===== src/hdl/page_bitmap_blit_assert.svh =====
// Assertion macros shared by the blitter modules.
// Each macro expects a clock named clk and an active-high reset named rst in scope.
`ifndef PAGE_BITMAP_BLIT_ASSERT_SVH
`define PAGE_BITMAP_BLIT_ASSERT_SVH

// The consequent must hold in the same cycle as the antecedent.
`define PBB_ASSERT_NOW(label, ante, cons, msg) \
  label: assert property (@(posedge clk) disable iff (rst) (ante) |-> (cons)) \
    else $error(msg);

// The consequent must hold in the cycle after the antecedent.
`define PBB_ASSERT_NEXT(label, ante, cons, msg) \
  label: assert property (@(posedge clk) disable iff (rst) (ante) |=> (cons)) \
    else $error(msg);

`endif


===== src/hdl/pbb_pkg.sv =====
// Shared types and constants of the page bitmap blitter.
// Used by every module of the block but pbb_ram; depends on nothing.
package pbb_pkg;

  localparam int FRAME_COLUMNS_DEF = 128;
  localparam int FRAME_ROWS_DEF    = 64;

  localparam int STORE_DEPTH = 1024;
  localparam int STORE_AW    = 10;
  localparam int QUEUE_DEPTH = 4;

  // Configuration register indexes.
  localparam logic [2:0] REG_DEST_X        = 3'd0;
  localparam logic [2:0] REG_DEST_Y        = 3'd1;
  localparam logic [2:0] REG_ANIM_OFFSET   = 3'd2;
  localparam logic [2:0] REG_BITMAP_WIDTH  = 3'd3;
  localparam logic [2:0] REG_BITMAP_HEIGHT = 3'd4;
  localparam logic [2:0] REG_INVERT_PIXELS = 3'd5;
  localparam logic [2:0] REG_OFFSET_UP     = 3'd6;

  // Input item kinds.
  localparam logic [1:0] KIND_START = 2'd0;
  localparam logic [1:0] KIND_PIXEL = 2'd1;
  localparam logic [1:0] KIND_CLEAR = 2'd2;
  localparam logic [1:0] KIND_READ  = 2'd3;

  typedef enum logic [1:0] {
    OP_CLEAR,
    OP_READ,
    OP_BLIT
  } op_t;

  // One store operation handed from the front to the back.
  typedef struct packed {
    op_t                 op;
    logic [STORE_AW-1:0] addr_a;
    logic [7:0]          val_a;
    logic                en_a;
    logic [STORE_AW-1:0] addr_b;
    logic [7:0]          val_b;
    logic                en_b;
  } qentry_t;

endpackage


===== src/hdl/pbb_queue.sv =====
// Short FIFO of store operations between the front and the back.
// Depends on pbb_pkg for the entry type and depth.
module pbb_queue (
  input  logic              clk,
  input  logic              rst,
  input  logic              push,
  input  pbb_pkg::qentry_t  push_entry,
  output logic              full,
  input  logic              pop,
  output pbb_pkg::qentry_t  head,
  output logic              empty
);

  localparam int PW = $clog2(pbb_pkg::QUEUE_DEPTH);

  pbb_pkg::qentry_t entries [pbb_pkg::QUEUE_DEPTH];
  logic [PW-1:0] wr_ptr;
  logic [PW-1:0] rd_ptr;
  logic [PW:0]   count;

  assign full  = (count == (PW+1)'(pbb_pkg::QUEUE_DEPTH));
  assign empty = (count == '0);
  assign head  = entries[rd_ptr];

  always_ff @(posedge clk) begin
    if (push) begin
      entries[wr_ptr] <= push_entry;
    end
  end

  always_ff @(posedge clk) begin
    if (rst) begin
      wr_ptr <= '0;
      rd_ptr <= '0;
      count  <= '0;
    end else begin
      if (push) begin
        wr_ptr <= wr_ptr + 1'b1;
      end
      if (pop) begin
        rd_ptr <= rd_ptr + 1'b1;
      end
      if (push && !pop) begin
        count <= count + 1'b1;
      end else if (pop && !push) begin
        count <= count - 1'b1;
      end
    end
  end

endmodule


===== config.mk =====
export PLATFORM = sky130hd
export DESIGN_NAME = pbb_queue
export DESIGN_NICKNAME = d
export VERILOG_FILES = /design/src/hdl/page_bitmap_blit_assert.svh /design/src/hdl/pbb_pkg.sv /design/src/hdl/pbb_queue.sv
export SDC_FILE = /design/constraint.sdc
export NUM_CORES = 1
export LEC_CHECK = 0
export ABC_AREA = 0
export BUFFER_PORTS_ARGS = -buffer_cell sky130_fd_sc_hd__buf_2
export CORE_ASPECT_RATIO = 0.9
export CORE_MARGIN = 2
export CORE_UTILIZATION = 40
export DETAILED_ROUTE_END_ITERATION = 8
export PLACE_DENSITY_LB_ADDON = 0.1
export REMOVE_ABC_BUFFERS = 1
export SYNTH_ARGS = -nofsm -noshare
export SYNTH_HDL_FRONTEND = slang
export SYNTH_SLANG_ARGS = --single-unit

===== constraint.sdc =====
create_clock -name clk -period 5.86 [get_ports clk]
set_clock_uncertainty 0.15 [all_clocks]
set_input_delay 0 -clock clk [delete_from_list [all_inputs] [get_ports clk]]
set_output_delay 0 -clock clk [all_outputs]
set_load 0.01 [all_outputs]

==> out/qor.yml <==
hpwl_um: 6220
syn_avg_cell_area_um2: 24.7
synthCells: 253
synth-async-reset-ratio: 0
fillCellCount: 1235
synth_top_cells_by_count: "edfxtp_1 (160), mux4_2 (40), dfxtp_1 (9)"
period_share: 0.392
cp_num_buf_inv: 1
fin_area_um2: 8000
via_count: 2894
synth_ff_type: "edfxtp_1"
synth_cell_type_count: 21
leakage_nw: 2.78
viasPerCell: 4.74
cts_resized: 0
crit_type: "reg2out"
critPathSlowestCell: "dfxtp_4"
rsz0062_at_grt: "false"
synth.top_cell.area_share: 0.769
port_buffers: 85
numCtsBuffers: 17
clkTransAtPathRegs_ps: 60
cts_setup_buffers: 0
p_per_area_nw_per_um2: 374
ys_ff_latch: 169
pwr-share-comb: 0.087
drtIter0Drc: 141
utilization: 0.522
critical_path_peak_fanout: 40
root_buffer: "clkbuf_16"
hold_start: "push_entry[4]"
yosysMostFrequentCell: "edfxtp_1"
fin_nets: 446
power_mw: 2.99
tightest_slew_ps: 857
worstReg2RegEnd: "entries[2][20]"
hold-path-cell-count: 2
fp-row-count: 43
synth_largest_area_cell: "edfxtp_1"
start_util: 0.407
status: "complete, no violations"
synth_area_um2: 6250
crit_family: "flip-flops"
grt.overflow.total: 0
crit_required_ps: 5710
postPlaceCellArea_um2: 6860
die_y_um: 123
critPathCaptureType: "primary output"
fmax_ghz: 0.435
setup_viol: 0
drc: 0
relSlewSlack: 0.429
maxSlewViolCount: 0
drive_gt1_frac: 0.403
dr.pass1.iters: 4
intPower_mw: 2.40
finalCriticalPeriod_ps: 2300
coreArea_um2: 15300
die_w_um: 136
ff2ff_path_depth: 4
timing.rr.start: "wr_ptr[0]"
track_usage: 0.142
gp_congestion: 0.676
cts_buffer_depth: 2
clock-sinks: 169
min_to: "entries[1][4]"
hold_viol: 0
antenna_found_initial: 0
area_delta_synth_final_pct: 28.1
synth_edf_count: 160
sw_frac_of_total: 0.197
ant_nets: 0
seqPwrFrac: 0.474
drv_cap: 0
worst_setup_path_start_kind: "register"
grt_pass1_vias: 2967
cts_max_level: 4
worstPathArrival_ps: 2150
yosysWarnings: 0
hold_path_class: "in2reg"
switchingPower_mw: 0.591
irDropWorstVdd_uv: 225
clkPwrFrac: 0.439
grt_start_max_net_pins: 41
die_area_um2: 16600
setup_tns_ps: 0
grt_pass1_wl_um: 16500
detail_route.wl_per_cell_um: 17.7
wirelength_um: 10800
seq_area_frac_synth: 0.798
max_stage_delay_ps: 920
synthTopCellsByArea: "edfxtp_1 (77%), mux4_2 (14%), dfxtp_1 (2.9%)"
cts_tree: "yes"
insertion_delay_ps: 420
io_pins: 86
reg2reg_slack_ps: 3940
diodes: 0
cp_cell_sequence: "mux4_2 > buf_2"
[cell type report]
| type | instances | area (um2) | share of cell area |
|---|---|---|---|
| timing repair buffer | 134 | 903 | 0.113 |
| sequential | 169 | 4990 | 0.624 |
| clock buffer | 18 | 429 | 0.0536 |
| inverter | 4 | 15.0 | 0.00188 |
| clock inverter | 14 | 274 | 0.0343 |
| tap | 202 | 253 | 0.0316 |
| multi-input combinational | 70 | 1140 | 0.142 |
[power by group through the flow]
stage          registers (mW)  logic (mW)  clock network (mW)
2_1_floorplan            1.44       0.137                   0
3_3_place_gp             1.44       0.243                   0
3_5_place_dp             1.45       0.245                   0
4_1_cts                  1.42       0.268                1.35
5_1_grt                  1.43       0.285                1.39
6_report                 1.42       0.261                1.31
[layer usage]
| layer | track usage | up-vias | wire [um] |
|---|---|---|---|
| li1 | - | 1337 | - |
| met1 | 0.181 | 1481 | 4820 |
| met2 | 0.220 | 61 | 5260 |
| met3 | 0.0463 | 15 | 541 |
| met4 | 0.0703 | 0 | 186 |
| met5 | 0 | - | 0 |
[registers in the layout (all words and copies together) (netlist names), named ones only]
signal   count
count        3
entries    160
rd_ptr       2
wr_ptr       2
[repair_timing]
item	4_1_cts	5_1_grt
hold endpoints to repair	169	0
hold buffers	44	0
endpoints found under the setup margin	0	0
[worst reg2reg max path: stages, from the launching register on]
cell and delay [ps]:
dfxtp_1 340, inv_1 90, ha_1 130, and2_2 410, buf_4 440
[worst max-delay path by stage]
| stage | start | end | slack (ps) | cells after the start |
|---|---|---|---|---|
| after global placement | register | head[13] | 3910 | 2 |
| after floorplan | register | head[0] | 3260 | 1 |
| after CTS | register | head[5] | 3450 | 2 |
| final | register | head[1] | 3560 | 2 |
| after detailed placement | wr_ptr[0] | entries[2][31] | 3900 | 4 |
| after global routing | register | head[5] | 3380 | 2 |
[stage by stage]
| stage | instances | setup slack, ps | hold WS [ps] |
|---|---|---|---|
| 3_5_place_dp | 535 | 3900 | 68.9 |
| 6_report | 611 | 3560 | 175 |
| 2_1_floorplan | 243 | 3260 | -80.9 |
| 3_3_place_gp | 535 | 3910 | 66.2 |
| 4_1_cts | 611 | 3450 | 149 |
| 5_1_grt | 611 | 3380 | 175 |
[cell usage in the layout (no fill, tap or decap), types with 2 or more instances in the layout]
cell,instances
edfxtp_1,160
buf_2,85
dlygate4sd3_1,44
mux4_2,40
clkbuf_16,17
bufinv_16,8
nor2_1,7
dfxtp_1,7
ha_1,5
buf_4,5
inv_1,4
and2_2,4
xor2_1,3
xnor2_1,2
mux2i_1,2
clkinv_1,2
clkinv_2,2
[cells by family (layout without fill, tap and decap cells)]
logic type | count (synthesis) | in the layout | share of synthesized area
AO/OA/AOI/OAI | 2 | 2 | 0.00160
flip-flops | 169 | 169 | 0.798
XOR/XNOR | 5 | 5 | 0.00701
AND/OR/NAND/NOR | 15 | 15 | 0.0118
adder cells (fa/ha/maj) | 6 | 6 | 0.0132
multiplexers | 42 | 42 | 0.147
buffers and inverters | 14 | 170 | 0.0208
(Power assumes the default switching activity.)
