--- config.mk ---
export PLATFORM = sky130hd
export DESIGN_NAME = pbb_front
export DESIGN_NICKNAME = d
export VERILOG_FILES = /design/src/hdl/pbb_pkg.sv /design/src/hdl/pbb_front.sv
export VERILOG_INCLUDE_DIRS = /design/src /design/src/hdl
export SDC_FILE = /design/constraint.sdc
export NUM_CORES = 1
export LEC_CHECK = 0
export ABC_AREA = 1
export BUFFER_PORTS_ARGS = -buffer_cell sky130_fd_sc_hd__buf_2
export CORE_MARGIN = 5
export CORE_UTILIZATION = 35
export CTS_BUF_LIST = sky130_fd_sc_hd__clkbuf_4 sky130_fd_sc_hd__clkbuf_8
export DETAILED_ROUTE_END_ITERATION = 7
export PLACE_DENSITY = 0.55
export SLEW_MARGIN = 20
export SYNTH_ARGS = -nofsm -noshare
export SYNTH_HDL_FRONTEND = slang
export SYNTH_SLANG_ARGS = --single-unit
--- constraint.sdc ---
create_clock -name clk -period 6.6 [get_ports clk]
set_input_delay 0.33 -clock clk [delete_from_list [all_inputs] [get_ports clk]]
set_output_delay 0.33 -clock clk [all_outputs]
set_load 0.05 [all_outputs]
--- src/hdl/page_bitmap_blit_assert.svh ---
// Assertion macros shared by the blitter modules.
// Each macro expects a clock named clk and an active-high reset named rst in scope.
`ifndef PAGE_BITMAP_BLIT_ASSERT_SVH
`define PAGE_BITMAP_BLIT_ASSERT_SVH

// The consequent must hold in the same cycle as the antecedent.
`define PBB_ASSERT_NOW(label, ante, cons, msg) \
  label: assert property (@(posedge clk) disable iff (rst) (ante) |-> (cons)) \
    else $error(msg);

// The consequent must hold in the cycle after the antecedent.
`define PBB_ASSERT_NEXT(label, ante, cons, msg) \
  label: assert property (@(posedge clk) disable iff (rst) (ante) |=> (cons)) \
    else $error(msg);

`endif

--- src/hdl/pbb_pkg.sv ---
// Shared types and constants of the page bitmap blitter.
// Used by every module of the block but pbb_ram; depends on nothing.
package pbb_pkg;

  localparam int FRAME_COLUMNS_DEF = 128;
  localparam int FRAME_ROWS_DEF    = 64;

  localparam int STORE_DEPTH = 1024;
  localparam int STORE_AW    = 10;
  localparam int QUEUE_DEPTH = 4;

  // Configuration register indexes.
  localparam logic [2:0] REG_DEST_X        = 3'd0;
  localparam logic [2:0] REG_DEST_Y        = 3'd1;
  localparam logic [2:0] REG_ANIM_OFFSET   = 3'd2;
  localparam logic [2:0] REG_BITMAP_WIDTH  = 3'd3;
  localparam logic [2:0] REG_BITMAP_HEIGHT = 3'd4;
  localparam logic [2:0] REG_INVERT_PIXELS = 3'd5;
  localparam logic [2:0] REG_OFFSET_UP     = 3'd6;

  // Input item kinds.
  localparam logic [1:0] KIND_START = 2'd0;
  localparam logic [1:0] KIND_PIXEL = 2'd1;
  localparam logic [1:0] KIND_CLEAR = 2'd2;
  localparam logic [1:0] KIND_READ  = 2'd3;

  typedef enum logic [1:0] {
    OP_CLEAR,
    OP_READ,
    OP_BLIT
  } op_t;

  // One store operation handed from the front to the back.
  typedef struct packed {
    op_t                 op;
    logic [STORE_AW-1:0] addr_a;
    logic [7:0]          val_a;
    logic                en_a;
    logic [STORE_AW-1:0] addr_b;
    logic [7:0]          val_b;
    logic                en_b;
  } qentry_t;

endpackage

--- src/hdl/pbb_front.sv ---
// Front end: configuration registers, bitmap counters and blit geometry.
// Turns accepted items into store operations; depends on pbb_pkg and the assert header.
`include "page_bitmap_blit_assert.svh"

module pbb_front #(
  parameter int FRAME_COLUMNS = pbb_pkg::FRAME_COLUMNS_DEF,
  parameter int FRAME_ROWS    = pbb_pkg::FRAME_ROWS_DEF
) (
  input  logic                         clk,
  input  logic                         rst,
  input  logic                         cfg_valid,
  output logic                         cfg_ready,
  input  logic [2:0]                   cfg_index,
  input  logic [7:0]                   cfg_data,
  input  logic                         item_valid,
  output logic                         item_stall,
  input  logic [1:0]                   kind,
  input  logic [7:0]                   pixel_byte,
  input  logic [pbb_pkg::STORE_AW-1:0] frame_address,
  input  logic                         clearing,
  output logic                         q_push,
  output pbb_pkg::qentry_t             q_entry,
  input  logic                         q_full
);

  localparam logic [7:0]  COLS_B  = 8'(FRAME_COLUMNS);
  localparam logic [7:0]  ROWS_B  = 8'(FRAME_ROWS);
  localparam logic [13:0] DEPTH_W = 14'(pbb_pkg::STORE_DEPTH);

  logic [7:0] dest_x;
  logic [7:0] dest_y;
  logic [7:0] anim_offset;
  logic [7:0] bitmap_width;
  logic [7:0] bitmap_height;
  logic       invert_pixels;
  logic [7:0] offset_up;

  logic [7:0] base_row;
  logic [7:0] end_row;

  logic [7:0] column_count;
  logic [4:0] page_count;

  // Stage register between acceptance and geometry.
  logic                         f_valid;
  logic [1:0]                   f_kind;
  logic [7:0]                   f_data;
  logic [pbb_pkg::STORE_AW-1:0] f_addr;
  logic                         f_live;
  logic [7:0]                   f_top;
  logic [7:0]                   f_col;

  logic       accept;
  logic       blit_live;
  logic [7:0] top_now;
  logic [7:0] col_inc;
  logic       want_push;
  logic       f_advance;

  logic [7:0]  bot;
  logic [7:0]  d_top;
  logic [7:0]  d_bot;
  logic [7:0]  mask;
  logic        skip_win;
  logic [7:0]  x;
  logic [7:0]  px;
  logic [2:0]  bitofs;
  logic [13:0] wa;
  logic [13:0] wb;
  logic        en_a;
  logic        en_b;
  logic        blit_emit;

  assign cfg_ready = 1'b1;

  always_ff @(posedge clk) begin
    if (rst) begin
      dest_x        <= '0;
      dest_y        <= '0;
      anim_offset   <= '0;
      bitmap_width  <= '0;
      bitmap_height <= '0;
      invert_pixels <= 1'b0;
      offset_up     <= '0;
      base_row      <= '0;
      end_row       <= '0;
    end else begin
      if (cfg_valid) begin
        case (cfg_index)
          pbb_pkg::REG_DEST_X:        dest_x        <= cfg_data;
          pbb_pkg::REG_DEST_Y:        dest_y        <= cfg_data;
          pbb_pkg::REG_ANIM_OFFSET:   anim_offset   <= cfg_data;
          pbb_pkg::REG_BITMAP_WIDTH:  bitmap_width  <= cfg_data;
          pbb_pkg::REG_BITMAP_HEIGHT: bitmap_height <= cfg_data;
          pbb_pkg::REG_INVERT_PIXELS: invert_pixels <= cfg_data[0];
          pbb_pkg::REG_OFFSET_UP:     offset_up     <= cfg_data;
          default: ;
        endcase
      end
      // Derived rows are registered, so they follow a register write in the next cycle;
      // they are only read in the geometry stage.
      base_row <= dest_y + anim_offset;
      end_row  <= dest_y + anim_offset + bitmap_height;
    end
  end

  assign blit_live = (kind == pbb_pkg::KIND_PIXEL) && (bitmap_width != 8'd0) &&
                     (page_count < bitmap_height[7:3]);
  assign top_now   = {page_count, 3'b000} + (dest_y + anim_offset - offset_up);
  assign col_inc   = column_count + 8'd1;

  assign f_advance  = !f_valid || !want_push || !q_full;
  assign item_stall = clearing || !f_advance;
  assign accept     = item_valid && !item_stall;

  always_ff @(posedge clk) begin
    if (rst) begin
      f_valid      <= 1'b0;
      column_count <= '0;
      page_count   <= '0;
    end else begin
      if (accept) begin
        f_valid <= 1'b1;
        if (kind == pbb_pkg::KIND_START) begin
          column_count <= '0;
          page_count   <= '0;
        end else if (blit_live) begin
          if (col_inc >= bitmap_width) begin
            column_count <= '0;
            page_count   <= page_count + 5'd1;
          end else begin
            column_count <= col_inc;
          end
        end
      end else if (f_advance) begin
        f_valid <= 1'b0;
      end
    end
  end

  always_ff @(posedge clk) begin
    if (accept) begin
      f_kind <= kind;
      f_data <= pixel_byte;
      f_addr <= frame_address;
      f_live <= blit_live;
      f_top  <= top_now;
      f_col  <= column_count;
    end
  end

  // Geometry of the byte held in the stage register.
  always_comb begin
    bot    = f_top + 8'd8;
    d_top  = base_row - f_top;
    d_bot  = bot - end_row;
    bitofs = f_top[2:0];

    skip_win = (offset_up != 8'd0) &&
               ((bot < base_row) || (bot > ROWS_B) || (f_top > end_row));

    if (offset_up == 8'd0) begin
      mask = 8'hFF;
    end else if (f_top < base_row) begin
      mask = (d_top >= 8'd8) ? 8'h00 : (8'hFF << d_top[2:0]);
    end else if (bot > end_row) begin
      mask = (d_bot >= 8'd8) ? 8'h00 : (8'hFF >> d_bot[2:0]);
    end else begin
      mask = 8'hFF;
    end

    x  = f_col + dest_x;
    px = (f_data ^ {8{invert_pixels}}) & mask;

    wa = 14'(f_top[7:3]) * 14'(FRAME_COLUMNS) + 14'(x);
    wb = 14'(bot[7:3]) * 14'(FRAME_COLUMNS) + 14'(x);

    // A zero bit offset leaves nothing for the lower page.
    en_a = (f_top < ROWS_B) && (wa < DEPTH_W);
    en_b = (bot < ROWS_B) && (bitofs != 3'd0) && (wb < DEPTH_W);

    blit_emit = (f_kind == pbb_pkg::KIND_PIXEL) && f_live && !skip_win &&
                (x < COLS_B) && (en_a || en_b);

    want_push = blit_emit || (f_kind == pbb_pkg::KIND_CLEAR) ||
                (f_kind == pbb_pkg::KIND_READ);

    q_entry.addr_b = wb[pbb_pkg::STORE_AW-1:0];
    q_entry.val_b  = px >> (4'd8 - {1'b0, bitofs});
    q_entry.en_b   = en_b;
    case (f_kind)
      pbb_pkg::KIND_CLEAR: begin
        q_entry.op     = pbb_pkg::OP_CLEAR;
        q_entry.addr_a = f_addr;
        q_entry.val_a  = 8'h00;
        q_entry.en_a   = 1'b1;
      end
      pbb_pkg::KIND_READ: begin
        q_entry.op     = pbb_pkg::OP_READ;
        q_entry.addr_a = f_addr;
        q_entry.val_a  = 8'h00;
        q_entry.en_a   = 1'b1;
      end
      default: begin
        q_entry.op     = pbb_pkg::OP_BLIT;
        q_entry.addr_a = wa[pbb_pkg::STORE_AW-1:0];
        q_entry.val_a  = px << bitofs;
        q_entry.en_a   = en_a;
      end
    endcase
  end

  assign q_push = f_valid && want_push && !q_full;

  `PBB_ASSERT_NEXT(a_start_resets_counters, accept && (kind == pbb_pkg::KIND_START), (column_count == 8'd0) && (page_count == 5'd0), "start transaction did not reset the bitmap counters")
  `PBB_ASSERT_NOW(a_no_accept_while_clearing, clearing, item_stall, "input transaction possible during the store clearing pass")

endmodule

==> impl_metrics.env <==
export IMPL_max_slew_margin_rel_pct=53.4
export IMPL_yosys_warnings=0
export IMPL_synth_seq_cells=116
export IMPL_antenna_cells=0
export IMPL_cts_hold_fix_buffers=0
export IMPL_drive_gt1_share_pct=11.7
export IMPL_core_um2=22600
export IMPL_period_needed_ps=4300
export IMPL_cts_tree="yes"
export IMPL_place_gp_congestion=0.903
export IMPL_setup_tns_ps=0
export IMPL_path_clk_slew_ps=80
export IMPL_antenna_found_initial=0
export IMPL_reg2reg_depth=17
export IMPL_rsz0062_at_grt="false"
export IMPL_route_final_wire_length_um=21300
export IMPL_synth_nets=1210
export IMPL_critical_path_max_stage_delay_ps=600
export IMPL_grt_max_degree=38
export IMPL_antenna_left=0
export IMPL_dr_pass1_iters=6
export IMPL_ios=80
export IMPL_multi_input_area_um2=4620
export IMPL_area_growth_syn_to_layout_pct=13.7
export IMPL_cellLeakagePower_nw=4.49
export IMPL_grt_overflow=0
export IMPL_fin_nets=1287
export IMPL_cp_start_kind="register"
export IMPL_port_buffers=78
export IMPL_cts_resized_gates=0
export IMPL_cts_setup_buffers=0
export IMPL_finalSetupViolations=0
export IMPL_maxSlewViolCount=0
export IMPL_syn_avg_cell_area_um2=7.41
export IMPL_cts_buffers=17
export IMPL_n_fill_cell=2405
export IMPL_dpl_cell_area_um2=8660
export IMPL_required_ps=6270
export IMPL_synth_seq_area_share_pct=33.6
export IMPL_dieArea_um2=26000
export IMPL_syn_area_um2=8010
export IMPL_timing_final_crit_share_pct=65.2
export IMPL_p_total_mw=2.31
export IMPL_postSynthCellCount=1082
export IMPL_cts_buffer_depth=2
export IMPL_cts_sinks=116
export IMPL_critPathKind="reg -> out"
export IMPL_hold_class="in -> reg"
export IMPL_critical_path_arrival_ps=3970
export IMPL_fin_area_um2=9110
export IMPL_drt_iter0_markers=440
export IMPL_status="completed"
export IMPL_crit_path_end_kind="primary output"
export IMPL_hpwl_um=16700
export IMPL_finClkSkew_ps=17.1
export IMPL_crit_fanout=13
export IMPL_grtUsageTotal_pct=16.8
export IMPL_vias=6985
export IMPL_fmax_mhz=232
export IMPL_rows=55
export IMPL_die_height_um=161
export IMPL_grt_pass1_vias=6828
export IMPL_synth_cell_types=44
export IMPL_crit_top_cell="nand3_1"
export IMPL_crit_chain="inv_1 > ha_1 > fa_1 > inv_1 > nand2_1 > nand2_1 > nand3_1 > nand3_1 > nand2_1 > nor2_1 > nand3_1 > nand2_1 > nand2_1 > nand3_1 > nand3_1 > nand3_1 > a21oi_1 > nor2_1 > buf_2"
export IMPL_worst_ir_drop_vdd_uv=106
export IMPL_htreeDepth=4
export IMPL_grt_first_pass_wirelength_um=35100
export IMPL_hold_slack_ps=66.9
export IMPL_wl_per_cell_um=14.6
export IMPL_holdPathStages=1
export IMPL_tightest_slew_ps=698
export IMPL_cts_root_buffer="clkbuf_8"
export IMPL_maxCapViolations=0
export IMPL_drc=0
export IMPL_finalHoldViolCount=0
export IMPL_utilization_pct=40.4
export IMPL_power_per_cell_area_nw_per_um2=253
export IMPL_seqCellArea_um2=2690
export IMPL_critical_path_slowest_cell="edfxtp_1"
export IMPL_initial_core_util_pct=35.5
export IMPL_via_per_inst=4.79
export IMPL_fp_dieW_um=161
export IMPL_worstSkewPairLatency_ps=440
-- cells by family after synthesis --
family          count (synthesis)  share of synthesized area (%)
compound gates                165                           11.1
xor+xnor                       45                           5.11
fa+ha+maj                      91                           15.1
buf+inv                       180                           8.78
flops                         116                           33.6
other cells                     1                         0.0468
simple gates                  484                           26.2
-- placed cells by master, fill, tap and decap left out, drive strengths merged --
cell / count
a31oi: 5
nor3b: 1
nor3: 12
a21o: 3
nand2: 199
clkinv: 6
edfxtp: 37
bufinv: 4
conb: 1
a21oi: 75
and2: 1
o41ai: 1
nor4: 3
xnor2: 10
or2: 4
o21ai: 76
clkinvlp: 2
o211ai: 2
nand4: 14
xor2: 35
ha: 81
clkbuf: 20
buf: 80
fa: 10
nand3: 91
nand3b: 3
inv: 158
and3: 1
nor2: 155
o21bai: 3
dfxtp: 79
-- worst paths after layout --
path	to	from	slack, ps
max reg2reg	f_top[4]	f_top[0]	2860
min	f_data[1]	pixel_byte[1]	70
min reg2reg	bitmap_height[3]	bitmap_height[3]	480
max	q_entry[26]	f_top[0]	2300
-- critical path: cells and delay by family (launching register included) --
family,cells,cell delay (ps)
AND/OR/NAND/NOR,13,1380
buffers and inverters,3,740
adder cells (fa/ha/maj),2,730
flip-flops,1,600
AO/OA/AOI/OAI,1,90
-- per-stage QoR --
step,setup slack [ps],instances
final,2300,1457
after global placement,2760,1425
after detailed placement,2740,1425
after floorplan,2760,1082
after global routing,1850,1457
after CTS,2250,1457
-- area by class of cell --
class / count / area share, %
flip-flops and latches: 116 / 29.6
clock inverters: 12 / 1.92
repair buffers: 80 / 4.45
inverters: 158 / 6.51
well taps: 285 / 3.91
clock buffers: 20 / 2.95
multi-input cells: 786 / 50.7
-- registers in the layout, indices dropped and copies added, names as in the netlist --
name / flops
f_col: 8
f_top: 8
dest_x: 8
page_count: 5
f_data: 8
dest_y: 8
base_row: 8
f_live: 1
anim_offset: 8
end_row: 8
f_valid: 1
f_addr: 10
invert_pixels: 1
bitmap_width: 8
offset_up: 8
bitmap_height: 8
column_count: 8
f_kind: 2
-- layer usage --
layer | track usage (%) | vias up | part of all wire, %
met2 | 27.5 | 129 | 46
met3 | 3.01 | 28 | 3.5
met4 | 5.12 | 0 | 2.1
met1 | 22.6 | 3157 | 48
li1 | - | 3671 | -
met5 | 0 | - | 0
-- cell usage after synthesis, drive strengths merged --
cell type | number | share of area, %
nor3b | 1 | 0.094
ha | 81 | 13
xor2 | 35 | 4.0
nand3 | 91 | 6.1
nand3b | 3 | 0.28
inv | 155 | 7.3
dfxtp | 79 | 20
nand2 | 199 | 9.4
o41ai | 1 | 0.11
a21oi | 75 | 5.1
nand4 | 14 | 1.5
o21ai | 76 | 4.7
nor3 | 12 | 0.75
buf | 10 | 0.81
edfxtp | 37 | 14
and2 | 1 | 0.078
and3 | 1 | 0.078
a21o | 3 | 0.28
or2 | 4 | 0.31
o21bai | 3 | 0.28
o211ai | 2 | 0.19
clkinv | 3 | 0.14
nor2 | 155 | 7.4
fa | 10 | 2.5
conb | 1 | 0.047
xnor2 | 10 | 1.1
nor4 | 3 | 0.23
a31oi | 5 | 0.39
clkbuf | 12 | 0.56
-- where the power goes --
group / total, mW / internal [mW] / switching, mW
Clock: 0.740 / 0.437 / 0.304
Combinational: 0.761 / 0.232 / 0.529
Sequential: 0.806 / 0.776 / 0.0296
Total: 2.31 / 1.44 / 0.862
Power figures use the tool's default switching activity.
